===== config.mk =====
export PLATFORM = sky130hd
export DESIGN_NAME = pad_event_to_action_repeat
export DESIGN_NICKNAME = d
export VERILOG_FILES = /design/src/sv/pear_pkg.sv /design/src/sv/pear_key_map.sv /design/src/sv/pear_axis_unit.sv /design/src/sv/pear_repeat_timer.sv /design/src/sv/pad_event_to_action_repeat.sv
export VERILOG_INCLUDE_DIRS = /design/src /design/src/sv
export SDC_FILE = /design/constraint.sdc
export NUM_CORES = 1
export LEC_CHECK = 0
export ABC_AREA = 1
export ABC_CLOCK_PERIOD_IN_PS = 7350
export BUFFER_PORTS_ARGS = -buffer_cell sky130_fd_sc_hd__buf_2
export CELL_PAD_IN_SITES_DETAIL_PLACEMENT = 2
export CELL_PAD_IN_SITES_GLOBAL_PLACEMENT = 2
export CORE_MARGIN = 2
export CORE_UTILIZATION = 41
export DETAILED_ROUTE_END_ITERATION = 10
export PLACE_DENSITY_LB_ADDON = 0.1
export SLEW_MARGIN = 15
export SYNTH_ARGS = -nofsm -noshare
export SYNTH_HDL_FRONTEND = slang
export SYNTH_SLANG_ARGS = --single-unit

===== constraint.sdc =====
create_clock -name clk -period 7.35 [get_ports clk]
set_clock_uncertainty 0.2 [all_clocks]
set_input_delay 1.1025 -clock clk [delete_from_list [all_inputs] [get_ports clk]]
set_output_delay 1.1025 -clock clk [all_outputs]
set_load 0.05 [all_outputs]

===== src/sv/pad_event_to_action_repeat_macros.svh =====
// ----------------------------------------------------------------------------
// Assertion macros for the pad event to action block
// Short forms for clocked, reset-gated assertion properties.
// ----------------------------------------------------------------------------
`ifndef PAD_EVENT_TO_ACTION_REPEAT_MACROS_SVH
`define PAD_EVENT_TO_ACTION_REPEAT_MACROS_SVH

// Same-cycle implication.
`define PEAR_ASSERT_NOW(label, clk, rst, ante, cons, msg) \
  label: assert property (@(posedge clk) disable iff (rst) (ante) |-> (cons)) \
    else $error(msg);

// Next-cycle implication.
`define PEAR_ASSERT_NEXT(label, clk, rst, ante, cons, msg) \
  label: assert property (@(posedge clk) disable iff (rst) (ante) |=> (cons)) \
    else $error(msg);

`endif


===== src/sv/pear_pkg.sv =====
// ----------------------------------------------------------------------------
// pear_pkg
// Shared types and codes of the pad event to action mapper.
// ----------------------------------------------------------------------------
package pear_pkg;

  typedef enum logic [1:0] {
    OP_KEY    = 2'd0,
    OP_AXIS   = 2'd1,
    OP_TICK   = 2'd2,
    OP_ATTACH = 2'd3
  } opcode_t;

  // Menu actions; the four directions share codes with the action field.
  localparam logic [1:0] DIR_UP    = 2'd0;
  localparam logic [1:0] DIR_DOWN  = 2'd1;
  localparam logic [1:0] DIR_LEFT  = 2'd2;
  localparam logic [1:0] DIR_RIGHT = 2'd3;

  localparam logic [3:0] ACT_CONFIRM  = 4'd4;
  localparam logic [3:0] ACT_BACK     = 4'd5;
  localparam logic [3:0] ACT_FAVORITE = 4'd6;
  localparam logic [3:0] ACT_VIEW     = 4'd7;
  localparam logic [3:0] ACT_TABPREV  = 4'd8;
  localparam logic [3:0] ACT_TABNEXT  = 4'd9;
  localparam logic [3:0] ACT_JUMPPREV = 4'd10;
  localparam logic [3:0] ACT_JUMPNEXT = 4'd11;
  localparam logic [3:0] ACT_QUIT     = 4'd12;

  // Configuration register indexes (word address).
  localparam int          ADDR_W         = 4;
  localparam logic [1:0]  REG_DELAY      = 2'd0;
  localparam logic [1:0]  REG_INTERVAL   = 2'd1;
  localparam logic [1:0]  REG_THRESHOLD  = 2'd2;

  localparam logic [15:0] DELAY_RESET     = 16'd380;
  localparam logic [15:0] INTERVAL_RESET  = 16'd85;
  localparam logic [30:0] THRESHOLD_RESET = 31'd16000;

  // Request to change the held direction.
  typedef struct packed {
    logic       press;
    logic [1:0] press_dir;
    logic       rel;
    logic [1:0] rel_dir;
  } hold_req_t;

  typedef struct packed {
    logic       valid;
    logic [3:0] action;
  } result_t;

endpackage


===== src/sv/pear_key_map.sv =====
// ----------------------------------------------------------------------------
// pear_key_map
// Maps key codes to direction presses/releases and menu actions.
// ----------------------------------------------------------------------------
module pear_key_map (
  input  logic                  en,
  input  logic [9:0]            code,
  input  logic                  pressed,
  output pear_pkg::hold_req_t   hreq,
  output pear_pkg::result_t     res
);
  import pear_pkg::*;

  logic       is_dir;
  logic [1:0] dir;
  logic       is_act;
  logic [3:0] act;

  always_comb begin
    is_dir = 1'b0;
    dir    = DIR_UP;
    unique case (code) inside
      10'd103, 10'd544: begin is_dir = 1'b1; dir = DIR_UP;    end
      10'd108, 10'd545: begin is_dir = 1'b1; dir = DIR_DOWN;  end
      10'd105, 10'd546: begin is_dir = 1'b1; dir = DIR_LEFT;  end
      10'd106, 10'd547: begin is_dir = 1'b1; dir = DIR_RIGHT; end
      default: begin is_dir = 1'b0; dir = DIR_UP; end
    endcase
  end

  always_comb begin
    is_act = 1'b1;
    act    = ACT_CONFIRM;
    unique case (code) inside
      10'd304, 10'd315, 10'd28, 10'd96, 10'd57: act = ACT_CONFIRM;
      10'd305, 10'd1, 10'd14:                   act = ACT_BACK;
      10'd308, 10'd33:                          act = ACT_FAVORITE;
      10'd307, 10'd47:                          act = ACT_VIEW;
      10'd310, 10'd104:                         act = ACT_TABPREV;
      10'd311, 10'd109, 10'd15:                 act = ACT_TABNEXT;
      10'd312, 10'd51:                          act = ACT_JUMPPREV;
      10'd313, 10'd52:                          act = ACT_JUMPNEXT;
      10'd16:                                   act = ACT_QUIT;
      default: is_act = 1'b0;
    endcase
  end

  always_comb begin
    hreq.press     = en && is_dir && pressed;
    hreq.press_dir = dir;
    hreq.rel       = en && is_dir && !pressed;
    hreq.rel_dir   = dir;
    res.valid      = en && pressed && (is_dir || is_act);
    res.action     = is_dir ? {2'b00, dir} : act;
  end

endmodule


===== src/sv/pear_axis_unit.sv =====
// ----------------------------------------------------------------------------
// pear_axis_unit
// Per-slot hat, stick and trigger state; turns axis events into actions.
// ----------------------------------------------------------------------------
module pear_axis_unit #(
  parameter int PAD_SLOTS = 4
) (
  input  logic                  clk,
  input  logic                  rst,
  input  logic                  en_axis,
  input  logic                  en_attach,
  input  logic [1:0]            slot,
  input  logic [9:0]            code,
  input  logic signed [31:0]    value,
  input  logic [30:0]           second_level,
  input  logic [30:0]           stick_threshold,
  output pear_pkg::hold_req_t   hreq,
  output pear_pkg::result_t     res
);
  import pear_pkg::*;

  localparam int         AXES   = 4;
  localparam logic [1:0] CENTRE = 2'b00;
  localparam logic [1:0] PLUS   = 2'b01;
  localparam logic [1:0] MINUS  = 2'b11;

  logic [AXES-1:0][1:0] pos    [PAD_SLOTS];
  logic [1:0]           pulled [PAD_SLOTS];
  logic [30:0]          lvl_l  [PAD_SLOTS];
  logic [30:0]          lvl_r  [PAD_SLOTS];

  logic [PAD_SLOTS-1:0] hit;
  logic                 slot_ok;
  logic [AXES-1:0][1:0] cur_pos;
  logic [1:0]           cur_pulled;
  logic [30:0]          cur_l;
  logic [30:0]          cur_r;

  logic                 is_axis;
  logic                 is_trig;
  logic                 hat;
  logic [1:0]           ax;
  logic [1:0]           neg_dir;
  logic [1:0]           pos_dir;
  logic                 trig_sel;
  logic [3:0]           trig_act;

  logic signed [32:0]   v;
  logic signed [32:0]   thr;
  logic [1:0]           old_pos;
  logic [1:0]           next_pos;
  logic                 changed;
  logic [30:0]          lvl;
  logic                 trig_on;
  logic                 next_pull;
  logic                 axis_go;
  logic                 trig_fire;

  always_comb begin
    for (int s = 0; s < PAD_SLOTS; s++) begin
      hit[s] = (32'(slot) == s);
    end
  end

  assign slot_ok = |hit;

  always_comb begin
    cur_pos    = '0;
    cur_pulled = '0;
    cur_l      = '0;
    cur_r      = '0;
    for (int s = 0; s < PAD_SLOTS; s++) begin
      if (hit[s]) begin
        cur_pos    = pos[s];
        cur_pulled = pulled[s];
        cur_l      = lvl_l[s];
        cur_r      = lvl_r[s];
      end
    end
  end

  always_comb begin
    is_axis  = 1'b0;
    is_trig  = 1'b0;
    hat      = 1'b0;
    ax       = 2'd0;
    neg_dir  = DIR_LEFT;
    pos_dir  = DIR_RIGHT;
    trig_sel = 1'b0;
    trig_act = ACT_JUMPPREV;
    unique case (code)
      10'd16: begin is_axis = 1'b1; hat = 1'b1; ax = 2'd0; end
      10'd17: begin
        is_axis = 1'b1; hat = 1'b1; ax = 2'd1; neg_dir = DIR_UP; pos_dir = DIR_DOWN;
      end
      10'd0:  begin is_axis = 1'b1; ax = 2'd2; end
      10'd1:  begin
        is_axis = 1'b1; ax = 2'd3; neg_dir = DIR_UP; pos_dir = DIR_DOWN;
      end
      10'd2:  begin is_trig = 1'b1; end
      10'd5:  begin is_trig = 1'b1; trig_sel = 1'b1; trig_act = ACT_JUMPNEXT; end
      default: is_axis = 1'b0;
    endcase
  end

  // Axis cut to three levels against a symmetric threshold.
  assign v        = {value[31], value};
  assign thr      = hat ? 33'sd1 : $signed({2'b00, stick_threshold});
  assign old_pos  = cur_pos[ax];
  assign next_pos = (v <= -thr) ? MINUS : ((v >= thr) ? PLUS : CENTRE);
  assign changed  = (next_pos != old_pos);
  assign axis_go  = en_axis && slot_ok && is_axis && changed;

  // A zero level disables the trigger.
  assign lvl       = trig_sel ? cur_r : cur_l;
  assign trig_on   = (lvl != '0);
  assign next_pull = (v >= $signed({2'b00, lvl}));
  assign trig_fire = en_axis && slot_ok && is_trig && trig_on && next_pull
                     && !cur_pulled[trig_sel];

  always_comb begin
    hreq.rel       = axis_go && (old_pos != CENTRE);
    hreq.rel_dir   = (old_pos == MINUS) ? neg_dir : pos_dir;
    hreq.press     = axis_go && (next_pos != CENTRE);
    hreq.press_dir = (next_pos == MINUS) ? neg_dir : pos_dir;
    res.valid      = hreq.press || trig_fire;
    res.action     = hreq.press ? {2'b00, hreq.press_dir} : trig_act;
  end

  always_ff @(posedge clk) begin
    if (rst) begin
      for (int s = 0; s < PAD_SLOTS; s++) begin
        pos[s]    <= '0;
        pulled[s] <= '0;
        lvl_l[s]  <= '0;
        lvl_r[s]  <= '0;
      end
    end else begin
      for (int s = 0; s < PAD_SLOTS; s++) begin
        if (hit[s] && en_attach) begin
          pos[s]    <= '0;
          pulled[s] <= '0;
          lvl_l[s]  <= value[31] ? '0 : value[30:0];
          lvl_r[s]  <= second_level;
        end else if (hit[s] && en_axis) begin
          if (is_axis) begin
            pos[s][ax] <= next_pos;
          end
          if (is_trig && trig_on) begin
            pulled[s][trig_sel] <= next_pull;
          end
        end
      end
    end
  end

endmodule


===== src/sv/pear_repeat_timer.sv =====
// ----------------------------------------------------------------------------
// pear_repeat_timer
// Held direction with saturating delay and interval counters.
// ----------------------------------------------------------------------------
`include "pad_event_to_action_repeat_macros.svh"

module pear_repeat_timer #(
  parameter int TIMER_BITS = 16
) (
  input  logic                  clk,
  input  logic                  rst,
  input  logic                  tick,
  input  pear_pkg::hold_req_t   hreq,
  input  logic [15:0]           repeat_delay_ms,
  input  logic [15:0]           repeat_interval_ms,
  output pear_pkg::result_t     res
);
  import pear_pkg::*;

  localparam int CMP_W = (TIMER_BITS > 16) ? TIMER_BITS : 16;

  logic                  held_valid;
  logic [1:0]            held_dir;
  logic [TIMER_BITS-1:0] held_elapsed;
  logic [TIMER_BITS-1:0] repeat_elapsed;
  logic [TIMER_BITS-1:0] held_elapsed_next;
  logic [TIMER_BITS-1:0] repeat_elapsed_next;
  logic                  due;
  logic                  fire;

  // Counters stop at all ones.
  assign held_elapsed_next   = (&held_elapsed) ? held_elapsed : held_elapsed + 1'b1;
  assign repeat_elapsed_next = (&repeat_elapsed) ? repeat_elapsed : repeat_elapsed + 1'b1;

  assign due  = !(CMP_W'(held_elapsed_next) < CMP_W'(repeat_delay_ms))
                && !(CMP_W'(repeat_elapsed_next) < CMP_W'(repeat_interval_ms));
  assign fire = tick && held_valid && due;

  assign res.valid  = fire;
  assign res.action = {2'b00, held_dir};

  always_ff @(posedge clk) begin
    if (rst) begin
      held_valid     <= 1'b0;
      held_dir       <= DIR_UP;
      held_elapsed   <= '0;
      repeat_elapsed <= '0;
    end else if (hreq.press) begin
      held_valid     <= 1'b1;
      held_dir       <= hreq.press_dir;
      held_elapsed   <= '0;
      repeat_elapsed <= '0;
    end else begin
      if (hreq.rel && held_valid && (held_dir == hreq.rel_dir)) begin
        held_valid <= 1'b0;
      end
      if (tick && held_valid) begin
        held_elapsed   <= held_elapsed_next;
        repeat_elapsed <= due ? '0 : repeat_elapsed_next;
      end
    end
  end

  `PEAR_ASSERT_NOW(a_held_covers_repeat, clk, rst, 1'b1, held_elapsed >= repeat_elapsed, "repeat counter ran ahead of held counter")
  `PEAR_ASSERT_NEXT(a_repeat_restarts, clk, rst, fire, repeat_elapsed == '0, "repeat counter not restarted after repeat")
  `PEAR_ASSERT_NOW(a_no_repeat_idle, clk, rst, !held_valid, !res.valid, "repeat with no held direction")

endmodule


===== src/sv/pad_event_to_action_repeat.sv =====
// ----------------------------------------------------------------------------
// pad_event_to_action_repeat
// Pad key/axis event to menu action mapper with typematic auto-repeat.
// ----------------------------------------------------------------------------
// Input channel (in_valid/in_ready): one item per transfer carrying opcode,
// slot, event_code, event_value and second_level. Opcodes are key event,
// axis event, one millisecond tick and slot attach.
// Output channel (out_valid/out_ready): one action per transfer; an item
// gives at most one action, and items that give none are simply consumed.
// Path: an item taken at the input lands in the input register, is decoded
// against the slot, trigger and repeat state and loads the result register
// once that register is free or drains.
// Throughput: one item per cycle while out_ready is high; the input register
// and the result register sit between the two channels.
// When the receiver stalls, the pending action holds in the result register,
// one more item waits in the input register, then in_ready drops.
// Reset clears the held direction, counters, axis and trigger state, trigger
// levels and loads the register defaults; the block is ready at once.
// Registers (APB, word aligned): repeat delay, repeat interval, stick
// threshold; the user must write them only while the block is idle (unguarded).
// ----------------------------------------------------------------------------
`include "pad_event_to_action_repeat_macros.svh"

module pad_event_to_action_repeat #(
  parameter int PAD_SLOTS  = 4,
  parameter int TIMER_BITS = 16
) (
  input  logic                        clk,
  input  logic                        rst,
  input  logic                        in_valid,
  output logic                        in_ready,
  input  logic [1:0]                  opcode,
  input  logic [1:0]                  slot,
  input  logic [9:0]                  event_code,
  input  logic signed [31:0]          event_value,
  input  logic [30:0]                 second_level,
  output logic                        out_valid,
  input  logic                        out_ready,
  output logic [3:0]                  action,
  input  logic                        psel,
  input  logic                        penable,
  input  logic                        pwrite,
  input  logic [pear_pkg::ADDR_W-1:0] paddr,
  input  logic [31:0]                 pwdata,
  output logic [31:0]                 prdata,
  output logic                        pready
);
  import pear_pkg::*;

  logic [15:0]        repeat_delay_ms;
  logic [15:0]        repeat_interval_ms;
  logic [30:0]        stick_threshold;

  logic               s1_valid;
  opcode_t            s1_op;
  logic [1:0]         s1_slot;
  logic [9:0]         s1_code;
  logic signed [31:0] s1_value;
  logic [30:0]        s1_second;
  logic               s1_go;

  hold_req_t          key_hreq;
  hold_req_t          axis_hreq;
  hold_req_t          hreq;
  result_t            key_res;
  result_t            axis_res;
  result_t            rep_res;
  result_t            res;

  // Configuration port
  assign pready = 1'b1;

  always_ff @(posedge clk) begin
    if (rst) begin
      repeat_delay_ms    <= DELAY_RESET;
      repeat_interval_ms <= INTERVAL_RESET;
      stick_threshold    <= THRESHOLD_RESET;
    end else if (psel && penable && pwrite && pready) begin
      unique case (paddr[3:2])
        REG_DELAY:     repeat_delay_ms    <= pwdata[15:0];
        REG_INTERVAL:  repeat_interval_ms <= pwdata[15:0];
        REG_THRESHOLD: stick_threshold    <= pwdata[30:0];
        default: ;
      endcase
    end
  end

  always_comb begin
    unique case (paddr[3:2])
      REG_DELAY:     prdata = {16'h0000, repeat_delay_ms};
      REG_INTERVAL:  prdata = {16'h0000, repeat_interval_ms};
      REG_THRESHOLD: prdata = {1'b0, stick_threshold};
      default:       prdata = '0;
    endcase
  end

  // Input register; advance whenever the result register is free or drains.
  assign s1_go    = s1_valid && (!out_valid || out_ready);
  assign in_ready = !s1_valid || s1_go;

  always_ff @(posedge clk) begin
    if (rst) begin
      s1_valid <= 1'b0;
    end else if (in_ready) begin
      s1_valid <= in_valid;
    end
  end

  always_ff @(posedge clk) begin
    if (in_valid && in_ready) begin
      s1_op     <= opcode_t'(opcode);
      s1_slot   <= slot;
      s1_code   <= event_code;
      s1_value  <= event_value;
      s1_second <= second_level;
    end
  end

  pear_key_map u_key_map (
    .en      (s1_go && (s1_op == OP_KEY)),
    .code    (s1_code),
    .pressed (s1_value != '0),
    .hreq    (key_hreq),
    .res     (key_res)
  );

  pear_axis_unit #(
    .PAD_SLOTS (PAD_SLOTS)
  ) u_axis_unit (
    .clk             (clk),
    .rst             (rst),
    .en_axis         (s1_go && (s1_op == OP_AXIS)),
    .en_attach       (s1_go && (s1_op == OP_ATTACH)),
    .slot            (s1_slot),
    .code            (s1_code),
    .value           (s1_value),
    .second_level    (s1_second),
    .stick_threshold (stick_threshold),
    .hreq            (axis_hreq),
    .res             (axis_res)
  );

  // Take the hold request from the unit that owns the item.
  assign hreq = (s1_op == OP_KEY) ? key_hreq : axis_hreq;

  pear_repeat_timer #(
    .TIMER_BITS (TIMER_BITS)
  ) u_repeat_timer (
    .clk                (clk),
    .rst                (rst),
    .tick               (s1_go && (s1_op == OP_TICK)),
    .hreq               (hreq),
    .repeat_delay_ms    (repeat_delay_ms),
    .repeat_interval_ms (repeat_interval_ms),
    .res                (rep_res)
  );

  // Pick the action of whichever source fired.
  always_comb begin
    if (key_res.valid) begin
      res = key_res;
    end else if (axis_res.valid) begin
      res = axis_res;
    end else begin
      res = rep_res;
    end
  end

  // Result register
  always_ff @(posedge clk) begin
    if (rst) begin
      out_valid <= 1'b0;
    end else if (s1_go) begin
      out_valid <= res.valid;
    end else if (out_ready) begin
      out_valid <= 1'b0;
    end
  end

  always_ff @(posedge clk) begin
    if (s1_go && res.valid) begin
      action <= res.action;
    end
  end

  `PEAR_ASSERT_NOW(a_one_source, clk, rst, 1'b1, $onehot0({key_res.valid, axis_res.valid, rep_res.valid}), "more than one action source on one item")
  `PEAR_ASSERT_NOW(a_stall_has_item, clk, rst, !in_ready, s1_valid && out_valid && !out_ready, "input stalled without a waiting item")
  `PEAR_ASSERT_NEXT(a_result_loaded, clk, rst, s1_go && res.valid, out_valid, "action lost on its way to the result register")

endmodule


==> results.md, run 1 <==
- Met3 Use GR: 0.04316
- Synthesized flop and latch total: 469
- PD cells: 233.0 nW/um^2
- CP peak stage delay: 490 ps
- Diode count: 0
- Outcome: completed
- Antenna Nets Post-Route: 0
- RSZ-0062 raised after global routing: no
- Most frequent CP cell: nand2_1
- Number of antenna violations at the first check in global routing: 0
- MaxCap Viol Count: 0
- Die width: 248.8 um
- Avg Inst Size Synth: 8.813 um^2
- Total power: 6492 uW
- Core area: 59,130 um^2
- Hold Path Class: flop to flop
- Final setup violation count: 0
- Period utilization: 0.8404
- Critical Path Start Type: flop
- Hold_buf cts: 0
- DR vias/cell: 5.530
- Fin Setup TNS: 0 ps
- Register area share after synthesis: 0.5323
- CTS Sinks: 469
- Post-CTS resize count: 0
- Clock buffer depth: 3
- DRC Markers: 0
- Placed Area: about 26,000 um^2
- Synth Flop Type: edfxtp_1
- Top delay family on crit path: simple AND/OR/NAND/NOR gates
- Final wirelength: between 80 and 90 mm
- Post-CTS setup buffer count: 0
- 1st-iter DRT viols: 930
- EDFF count, synth: 369
- Area Growth Syn to Fin: 13.35%
- # IOs: about 160
- Largest net degree at the start of global routing: between 70 and 80
- Cell Rows: 89
- First-pass GRT wire length: around 140 mm
- Cts bufs inserted: between 50 and 60
- Critical path peak fanout: 32
- Die Area: 61,920 um^2
- Fin area: about 28,000 um^2
- Leakage: 0.01158 uW
- Crit end category: flop
- Cell count along the critical path: 37
- GRT met1 Usage: 0.3426
- Mapped Area: approximately 25,000 um^2
- HPWL after DPL: 59.74 mm
- M2 GR Usage: 0.5204
- Starting Density: 0.4157
- Crit path kind: flop to flop
- GRT Resource Usage Total: 0.2848
- Cell taking the most area after synthesis: edfxtp_1
- Cell variety after synth: 53
- TritonCTS clock tree: yes
- Max Clock Freq: 0.1619 GHz
- Cells after Synth: around 2,800
- Layout cells sized above 1: 0.1238
- Post-synth ARST share: 0
- Hold path depth: 2
- Via Count: between 20,000 and 25,000
- GR peak layer: met2
- Critical path buffers and inverters: 5
- Port Buffers: 153
- Final nets: 3,168
- Critical Path RT: 7620 ps
- Clock root cell: clkbuf_16
- Slowest CP cell: buf_4
- Crit path DAT: ~6500 ps
- Synth top area cells: edfxtp_1 45%, nand2_1 11%, dfxtp_1 8.1%, nor2_1 7.2%, ha_1 6.5%
- Gpl congestion: 0.8382
- Top-area cell type share of the netlist area: 0.4508
- Worst-path clk slew: 60 ps
- Syn Nets: 3,036
- Number of detailed-route iterations in the first pass: 5
- Max Slew Vio Count: 0
- Routed len/inst: 23.57 um
- GRT overflow: 0
- Die Y: 248.8 um
- Slew headroom: 0.1280
- Final min period: 6177 ps
- Vias in the first global route: 23,450
- Worst-Skew Late Latency: between 600 and 700 ps
- Fin. Hold Viols: 0
- Worst-Margin Slew: 1296 ps
- Maximum vdd drop: 0.1600 mV
- Yosys warnings: 0
- Worst R2R Path Depth: 37
- CTS H-tree depth: 2
## cells in the final DEF (no fill, tap or decap), types with 3 or more instances in the layout
master	instances
nand2_4	4
clkinvlp_4	3
ha_1	127
nand3_1	84
edfxtp_1	369
xor2_1	34
nand4_1	65
a211oi_1	7
a21oi_2	18
clkinv_1	14
nor4_1	8
o21a_1	5
dfxtp_1	100
o21ai_0	103
o211ai_1	21
bufinv_16	8
buf_4	22
clkbuf_16	54
inv_1	236
clkbuf_1	10
xnor2_1	7
nor2_2	18
nand2_2	11
o21ai_1	22
nor2_4	13
nor3_2	3
nand2_1	703
nor2_1	471
inv_2	27
a21oi_1	149
clkinv_2	11
nand3_2	4
buf_2	153
nor3_1	29
a21o_1	4
o221ai_1	15
## sequential cells by signal (all words and copies together), names as in the netlist
name and cells:
u_repeat_timer.held_elapsed 16, s1_op 2, s1_valid 1, u_axis_unit.pos 32, s1_second 31, repeat_interval_ms 16, out_valid 1, action 4
u_repeat_timer.repeat_elapsed 16, s1_slot 2, u_axis_unit.lvl_r 124, s1_code 10, u_repeat_timer.held_valid 1, stick_threshold 31, u_axis_unit.lvl_l 124, u_axis_unit.pulled 8
s1_value 32, repeat_delay_ms 16, u_repeat_timer.held_dir 2
## cell families (layout without fill, tap and decap cells)
logic type | count (synthesis) | count (layout) | share of synthesized area
AO/OA/AOI/OAI | 359 | 359 | 0.08506
XOR/XNOR | 41 | 41 | 0.01461
adder cells (fa/ha/maj) | 127 | 127 | 0.06465
buffers and inverters | 368 | 544 | 0.06058
flip-flops | 469 | 469 | 0.5323
other | 2 | 2 | 0.0003056
AND/OR/NAND/NOR | 1423 | 1423 | 0.2425
## through the flow
step	instances	worst slack (ps)	utilization	hold WS, ps
global placement	3639	1490	0.4407	274.9
floorplan	2789	2697	-	239.5
CTS	3738	1131	0.4711	292.7
finish	3738	1173	0.4711	291.5
detailed placement	3639	1214	0.4407	277.7
global route	3738	635.4	0.4711	316.4
## synth_stat cells (all sizes together), types with 34 or more instances
library cell  number
a21oi            169
buf               43
clkbuf            56
dfxtp            100
edfxtp           369
ha               127
inv              266
nand2            718
nand3             90
nand4             67
nor2             502
nor3              34
o21ai            125
xor2              34
## worst reg2reg max path: cells and delay by family (launching register included)
kind / cells / cell delay, ps
and+or+nand+nor: 26 / 3560
AOI/OAI and AO/OA: 4 / 380
adders and majority gates: 2 / 550
buffers and inverters: 5 / 890
DFF: 1 / 460
## power breakdown
part           internal (uW)  leakage, uW  total [uW]  switching [uW]
Sequential              2960      0.00468        3040            82.9
Clock                   1640     0.000873        2810            1170
Combinational            175      0.00603         644             469
## final timing paths
| path | from | to | slack (ps) |
|---|---|---|---|
| max | s1_code[1]$_DFFE_PP_ | u_repeat_timer.repeat_elapsed[0]$_SDFFE_PP0P_ | 1170 |
| min | stick_threshold[17]$_SDFFE_PP0P_ | stick_threshold[17]$_SDFFE_PP0P_ | 290 |
| max reg2reg | s1_code[1]$_DFFE_PP_ | u_repeat_timer.repeat_elapsed[0]$_SDFFE_PP0P_ | 1170 |
| min reg2reg | stick_threshold[17]$_SDFFE_PP0P_ | stick_threshold[17]$_SDFFE_PP0P_ | 290 |
## per-layer routing
layer / vias up / share of wire
met5: - / 0
met4: 0 / 0.029
met3: 127 / 0.043
met2: 425 / 0.51
met1: 10540 / 0.42
li1: 9582 / -
## final cells by class
type / count / area [um^2]
inverters: 269 / 1015
well taps: 773 / 967.2
repair buffers: 176 / 950.9
clock inverters: 34 / 396.6
fillers: 6466 / 31270
flip-flops and latches: 469 / 13080
multi-input cells: 1952 / 10040
clock buffers: 65 / 1403
(Power assumes the default switching activity.)
==> run 2, diff against run 1 <==
--- a/config.mk
+++ b/config.mk
@@ -6,8 +6,8 @@
 export SDC_FILE = /design/constraint.sdc
 export NUM_CORES = 1
 export LEC_CHECK = 0
-export ABC_AREA = 1
-export ABC_CLOCK_PERIOD_IN_PS = 7350
+export ABC_AREA = 0
+export ABC_CLOCK_PERIOD_IN_PS = 5900
 export BUFFER_PORTS_ARGS = -buffer_cell sky130_fd_sc_hd__buf_2
 export CELL_PAD_IN_SITES_DETAIL_PLACEMENT = 2
 export CELL_PAD_IN_SITES_GLOBAL_PLACEMENT = 2
==> constraint.sdc (replaced) <==
create_clock -name clk -period 5.9 [get_ports clk]
set_clock_uncertainty 0.2 [all_clocks]
set_input_delay 0.885 -clock clk [delete_from_list [all_inputs] [get_ports clk]]
set_output_delay 0.885 -clock clk [all_outputs]
set_load 0.05 [all_outputs]
==> run 2 against run 1 <==
Net effect:
- synthesized cell count fell by 17%
- clock power rose by 25%
- combinational power rose by 32%
- area after synthesis rose by 1.8%
- largest power group unchanged
- final cell count fell by 11%
==> results.md, run 2 <==
- Outcome: completed
- Die Area: 63,020 um^2 (+1.8%)
- Most frequent cells in the layout: 369 x edfxtp_1, 288 x nand2_1, 257 x nor2_1, 153 x buf_2, 134 x and3_1
- Worst-path clk slew: 60 ps (about the same)
- Core area: 60,360 um^2 (+2.1%)
- Routed len/inst: 27.39 um (+16%)
- 1st-iter DRT viols: 1,354 (+46%)
- Syn Nets: 2,564 (-16%)
- Final wirelength: 90.82 mm (+3.1%)
- Simple-gate share of the synthesized area: 0.1972 (-0.04536)
- Post-Synth XOR/XNOR Area: 0.01960 (+0.004991)
- Total power: 8164 uW (+26%)
- Top flop regs: u_axis_unit.lvl_l (124), u_axis_unit.lvl_r (124)
- Top-area cell type share of the netlist area: 0.4428 (-0.008003)
- Yosys warnings: 0 (unchanged)
- Crit path DAT: 6010 ps (-440 ps)
- EDFF count, synth: 369 (unchanged)
- Logic pwr share: 0.104 (+0.005)
- Diode count: 0 (unchanged)
- Port Buffers: 153 (unchanged)
- PD cells: 281.4 nW/um^2 (+21%)
- Final min period: 5661 ps (-515.4 ps)
- Final WS setup: 238.8 ps (-934.6 ps)
- Dpl ws: -503.1 ps (-1718 ps)
- Number of antenna violations at the first check in global routing: 3 (+3)
- Number of detailed-route iterations in the first pass: 5 (unchanged)
- Cell Rows: 90 (+1.1%)
- Final setup violation count: 0 (unchanged)
- Max Slew Vio Count: 0 (unchanged)
- Mapped Area: 25,020 um^2 (+1.8%)
- TritonCTS clock tree: yes
- Max Clock Freq: 0.1766 GHz (+9.1%)
- Via Count: 19,770 (-4.4%)
- Compound-Gate Fraction of Synth Area: 0.08335 (-0.001710)
- Worst-Skew Late Latency: 640 ps (+20 ps)
- Area of the multi-input gates: 11,220 um^2 (+12%)
- Period utilization: 0.9595 (+0.1192)
- Switch Pwr: 2142 uW (+25%)
- R2R Setup Slk: 240 ps (-930 ps)
- Die Y: 251.0 um (+0.89%)
- Fill cell count: 6,145 (-5.0%)
- Layout cells sized above 1: 0.1768 (+0.05302)
- Vias in the first global route: 21,590 (-7.9%)
- Hold Path Class: input port to flop
- CTS Sinks: 469 (unchanged)
- Critical Path RT: 6250 ps (-1370 ps)
- Leakage: 0.01161 uW (+0.18%)
- Synth top area cells: edfxtp_1 44%, dfxtp_1 8.0%, ha_1 6.4%, mux4_2 4.5%, nand2_1 4.4%
- Largest net degree at the start of global routing: 85 (+13%)
- GRT overflow: 0 (unchanged)
- MaxCap Viol Count: 0 (unchanged)
- Cts bufs inserted: 55 (+3.8%)
- Register area share after synthesis: 0.5228 (-0.009448)
- Fin area: 29,020 um^2 (+4.2%)
- Crit path kind: flop to flop
- Critical Path Start Type: flop
- Post-synth ARST share: 0 (unchanged)
- Antenna Nets Post-Route: 0 (unchanged)
- Switching share of power: 0.2624 (-0.002602)
- Fin. Hold Viols: 0 (unchanged)
- Hold path depth: 1 (-1)
- Clk pwr share: 0.430 (-0.003)
- Starting Density: 0.4146 (-0.001094)
- Slew headroom: 0.2528 (+0.1248)
- Placed Area: 26,930 um^2 (+3.3%)
- Storage element area: 13,080 um^2 (unchanged)
- Cell variety after synth: 84 (+58%)
- Int Power: 6022 uW (+26%)
- Area Growth Syn to Fin: 15.96%
- Synth Area in Adders: 0.06350 (-0.001148)
- Post-Route Utilization: 0.4807 (+0.009594)
- Final nets: 2,737 (-14%)
- Most common cell in the netlist: edfxtp_1
- Clock buffer depth: 3 (unchanged)
- Avg Inst Size Synth: 10.80 um^2 (+23%)
- Worst-Margin Slew: 1121 ps (-175.2 ps)
- Crit end category: flop
- Clock root cell: clkbuf_16
- Fin Setup TNS: 0 ps (unchanged)
- First-pass GRT wire length: 136.5 mm (about the same)
- Most common cell after layout, fill and taps aside: edfxtp_1
- Sequential power share: 0.465 (-0.003)
- Cell taking the most area after synthesis: edfxtp_1
- Cells after Synth: 2,317 (-17%)
- Gpl congestion: 0.8607 (+2.7%)
- Maximum vdd drop: 0.2496 mV (+56%)
- Synthesized flop and latch total: 469 (unchanged)
- Synth Flop Type: edfxtp_1
- Worst R2R Path Depth: 22 (-41%)
- Die width: 251.0 um (+0.89%)
- Critical path peak fanout: 8 (-75%)
- HPWL after DPL: 63.23 mm (+5.9%)
- DR vias/cell: 5.961 (+7.8%)
- Mux contribution to synthesized area: 0.07890 (+0.07890)
- GRT Resource Usage Total: 0.2856 (+0.0008563)
- Largest family of logic cells by synthesized area: simple AND/OR/NAND/NOR gates
- # IOs: 159 (unchanged)
- Post-synth top cells: 369 x edfxtp_1, 290 x nand2_1, 260 x nor2_1
- DRC Markers: 0 (unchanged)
- CTS H-tree depth: 2 (unchanged)
run 2: changes by cell type in the layout (fill, tap and decap cells not counted), moves of 27 or more:
cell | previous run | this run
nor2_1 | 471 | 257
nand3_1 | 84 | 44
a21oi_1 | 149 | 115
buf_4 | 22 | 93
mux4_2 | 0 | 50
mux2i_1 | 0 | 60
nor4_1 | 8 | 35
nand2_1 | 703 | 288
inv_1 | 236 | 58
nand2b_1 | 0 | 47
and3_1 | 0 | 134
run 2: cells by family (layout without fill, tap and decap cells):
logic type               Yosys count  count (layout)
AO/OA/AOI/OAI                    335             335
XOR/XNOR                          56              56
adder cells (fa/ha/maj)          127             127
buffers and inverters            202             419
flip-flops                       469             469
multiplexers                     123             123
other                              2               2
AND/OR/NAND/NOR                 1003            1003
run 2: final cells by class:
cell class                      count  share of cell area
Timing Repair Buffer              256             0.05752
Clock inverter                     23             0.01156
Sequential cell                   469              0.4509
Clock buffer                       78             0.05157
Multi-Input combinational cell   1646              0.3867
Tap cell                          782             0.03372
Inverter                           62            0.008020
run 2: metal layers:
layer  up-vias  global-route usage  routed length [um]
met5         -                   0                  28
met4         4             0.08724                2650
met3       132             0.03365                3375
met2       435              0.5057               45870
met1     10300              0.3661               38900
li1       8896                   -                   -
run 2: what timing repair did:
action,4_1_cts,5_1_grt
hold buffers,0,0
resized for setup,7,19
pin swaps,0,11
gates cloned,0,2
setup buffers,4,6
endpoints found under the hold margin,0,0
endpoints found under the setup margin,74,74
run 2: worst max-delay path, stage by stage, from the launching register on:
cell	delay, ps
dfxtp_1	310
or4_1	610
or3_4	390
or3_1	330
a21oi_2	230
and2b_2	240
buf_4	130
nand3_1	80
xor2_1	160
ha_1	320
nand4_1	160
nor4_2	300
buf_4	150
nand3_1	120
o32ai_2	310
o21ai_2	170
buf_4	170
o21ai_1	120
buf_4	150
mux2i_4	330
nand3_4	170
buf_12	240
nor3_1	170
run 2: power groups by stage:
stage               sequential, uW  combinational, uW  clock (uW)
global route                  3810                920        3680
finish                        3800                852        3510
detailed placement            3870                816           0
CTS                           3800                839        3570
floorplan                     3800                502           0
global placement              3850                773           0
run 2: final timing paths:
path	start	endpoint
max reg2reg	stick_threshold[6]$_SDFFE_PP0P_	u_repeat_timer.held_elapsed[13]$_SDFFE_PP0P_
max	stick_threshold[6]$_SDFFE_PP0P_	u_repeat_timer.held_elapsed[13]$_SDFFE_PP0P_
min reg2reg	repeat_interval_ms[1]$_SDFFE_PP0P_	repeat_interval_ms[1]$_SDFFE_PP0P_
min	event_value[11]	s1_value[11]$_DFFE_PP_
run 2: through the flow:
| stage | hold slack, ps | std cells |
|---|---|---|
| after CTS | 186.1 | 3308 |
| final | 216.5 | 3316 |
| after detailed placement | 271.5 | 3203 |
| after global placement | 258.9 | 3203 |
| after global routing | 202.4 | 3316 |
| after floorplan | 245.0 | 2317 |
==> run 3, diff against run 2 <==
--- a/config.mk
+++ b/config.mk
@@ -15,6 +15,7 @@
 export CORE_UTILIZATION = 41
 export DETAILED_ROUTE_END_ITERATION = 10
 export PLACE_DENSITY_LB_ADDON = 0.1
+export SETUP_SLACK_MARGIN = 0.4
 export SLEW_MARGIN = 15
 export SYNTH_ARGS = -nofsm -noshare
 export SYNTH_HDL_FRONTEND = slang
==> run 3 against run 2 <==
Net effect:
- first-iteration DRC count decreased by 5.7%
- via count about the same
- total power increased by 1.2%
- final cell count increased by 0.75%
- hold slack got worse by 17 ps
- maximum frequency increased by 2.8%
- critical path depth decreased by 1
- largest power group unchanged
- count of clock-buffer cells in the layout decreased by 9
- sequential power about the same
==> results.md, run 3 (same netlist as run 2, synthesis figures left out) <==
- Cts bufs inserted: 54 (-1.8%)
- Critical Path Start Type: flop
- Vias in the first global route: 21,840 (+1.2%)
- GRT Resource Usage Total: 0.2837 (-0.001865)
- GRT overflow: 0 (unchanged)
- Placed cell count: 3,198 (-0.16%)
- CTS Sinks: 469 (unchanged)
- Die Y: 251.0 um (unchanged)
- Most common cell after layout, fill and taps aside: edfxtp_1
- Cell Rows: 90 (unchanged)
- Hold Path Class: input port to flop
- Number of antenna violations at the first check in global routing: 2 (-1)
- Area Growth Syn to Fin: 17.81%
- Outcome: completed
- CTS H-tree depth: 2 (unchanged)
- Switching share of power: 0.2628 (+0.0004060)
- Period utilization: 0.9337 (-0.02584)
- DRC Markers: 0 (unchanged)
- Worst-Margin Slew: 1097 ps (-23.91 ps)
- Number of detailed-route iterations in the first pass: 5 (unchanged)
- MaxCap Viol Count: 0 (unchanged)
- Total power: 8260 uW (+1.2%)
- Worst-Skew Late Latency: 660 ps (+20 ps)
- Final wirelength: 91.43 mm (+0.67%)
- Critical Path RT: 6020 ps (-230 ps)
- Leakage: 0.01182 uW (+1.8%)
- Non-filler cells, final: 3,341 (+0.75%)
- Via Count: 19,780 (+0.076%)
- Crit path kind: flop to flop
- Post-Route Utilization: 0.4884 (+0.007649)
- 1st-iter DRT viols: 1,277 (-5.7%)
- Crit end category: flop
- Fill cell count: 6,122 (-0.37%)
- Area of the multi-input gates: 11,380 um^2 (+1.4%)
- Starting Density: 0.4146 (unchanged)
- DR vias/cell: 5.921 (-0.67%)
- Clock root cell: clkbuf_16
- Top flop regs: u_axis_unit.lvl_l (124), u_axis_unit.lvl_r (124)
- Fin. Hold Viols: 0 (unchanged)
- Critical path peak fanout: 5 (-3)
- Min Hold Slack: 199.6 ps (-16.88 ps)
- Storage element area: 13,080 um^2 (unchanged)
- Worst-path clk slew: 60 ps (about the same)
- Clk pwr share: 0.434 (+0.004)
- Largest net degree at the start of global routing: 106 (+25%)
- Most frequent cells in the layout: 369 x edfxtp_1, 285 x nand2_1, 253 x nor2_1, 153 x buf_2, 134 x and3_1
- Crit path DAT: 5630 ps (-380 ps)
- Die Area: 63,020 um^2 (unchanged)
- Routed len/inst: 27.37 um (about the same)
- Int Power: 6090 uW (+1.1%)
- HPWL after DPL: 61.87 mm (-2.1%)
- Max Clock Freq: 0.1815 GHz (+2.8%)
- Final min period: 5509 ps (-152.4 ps)
- Maximum vdd drop: 0.3292 mV (+32%)
- Layout cells sized above 1: 0.1962 (+0.01937)
- Die width: 251.0 um (unchanged)
- TritonCTS clock tree: yes
- Diode count: 0 (unchanged)
- Sequential power share: 0.460 (-0.005)
- Gpl congestion: 0.8830 (+2.6%)
- First-pass GRT wire length: 135.6 mm (-0.68%)
- Antenna Nets Post-Route: 0 (unchanged)
- # IOs: 159 (unchanged)
- PD cells: 280.2 nW/um^2 (-0.41%)
- Core area: 60,360 um^2 (unchanged)
- Clock buffer depth: 3 (unchanged)
- Final setup violation count: 0 (unchanged)
- Final nets: 2,763 (+0.95%)
- Port Buffers: 153 (unchanged)
- Hold_buf cts: 0 (unchanged)
- RSZ-0062 raised after global routing: yes
- Logic pwr share: 0.106 (+0.002)
- Slew headroom: 0.2687 (+0.01594)
- Max Slew Vio Count: 0 (unchanged)
- Switch Pwr: 2170 uW (+1.3%)
==> run 3: worst paths after layout <==
check | depth (start not counted) | end | start | slack, ps
setup / recovery | 21 | action[1]$_DFFE_PP_ | s1_code[6]$_DFFE_PP_ | 390
hold / removal | 1 | s1_second[24]$_DFFE_PP_ | second_level[24] | 200
setup reg to reg | 21 | action[1]$_DFFE_PP_ | s1_code[6]$_DFFE_PP_ | 390
hold reg to reg | 2 | repeat_interval_ms[13]$_SDFFE_PP0P_ | repeat_interval_ms[13]$_SDFFE_PP0P_ | 290
==> run 3: cell type report <==
class,count,share of cell area
repair buffers,283,0.06541
inverters,62,0.007895
clock buffers,69,0.04911
flip-flops and latches,469,0.4438
multi-input cells,1646,0.3860
well taps,782,0.03319
clock inverters,30,0.01460
==> run 3: per-layer routing <==
| layer | routed length (um) | track usage |
|---|---|---|
| met5 | 33 | 0 |
| met4 | 3131 | 0.09575 |
| met3 | 3902 | 0.04535 |
| met2 | 46330 | 0.5049 |
| met1 | 38040 | 0.3500 |
==> run 3: metrics by stage <==
step	worst slack [ps]	setup TNS (ps)	instance area (um^2)
after floorplan	468.4	0	25040
after global placement	-220.9	-7114	26890
after detailed placement	-402.4	-15600	26890
after CTS	411.0	0	28970
after global routing	173.1	0	29480
final	391.2	0	29480
==> run 3: worst max-delay path, stage by stage (launching register included) <==
cell and delay, ps:
edfxtp_1 400, or3b_4 430, or3_4 490, nand2_4 110, nor3b_4 250, and2b_1 190, nand3_2 130, or4_4 570
o21ai_2 80, ha_1 210, nand4_1 170, buf_4 190, nor4_2 330, a221oi_2 120, o211ai_1 190, o21ai_4 140
buf_6 140, o21ai_4 180, mux2i_4 260, buf_4 170, mux2i_1 200, o21ai_1 80
==> run 3: power groups by stage <==
| stage | clock network [uW] | logic [uW] | registers (uW) |
|---|---|---|---|
| finish | 3590 | 872 | 3800 |
| global route | 3760 | 943 | 3810 |
| CTS | 3650 | 827 | 3810 |
| detailed placement | 0 | 807 | 3870 |
| global placement | 0 | 763 | 3860 |
| floorplan | 0 | 502 | 3800 |
==> run 3: what timing repair did <==
| item | in CTS | in global routing |
|---|---|---|
| gates resized for setup | 26 | 45 |
| pin swaps | 11 | 24 |
| endpoints found under the setup margin | 74 | 64 |
| setup buffers | 11 | 30 |
| cloned | 0 | 3 |
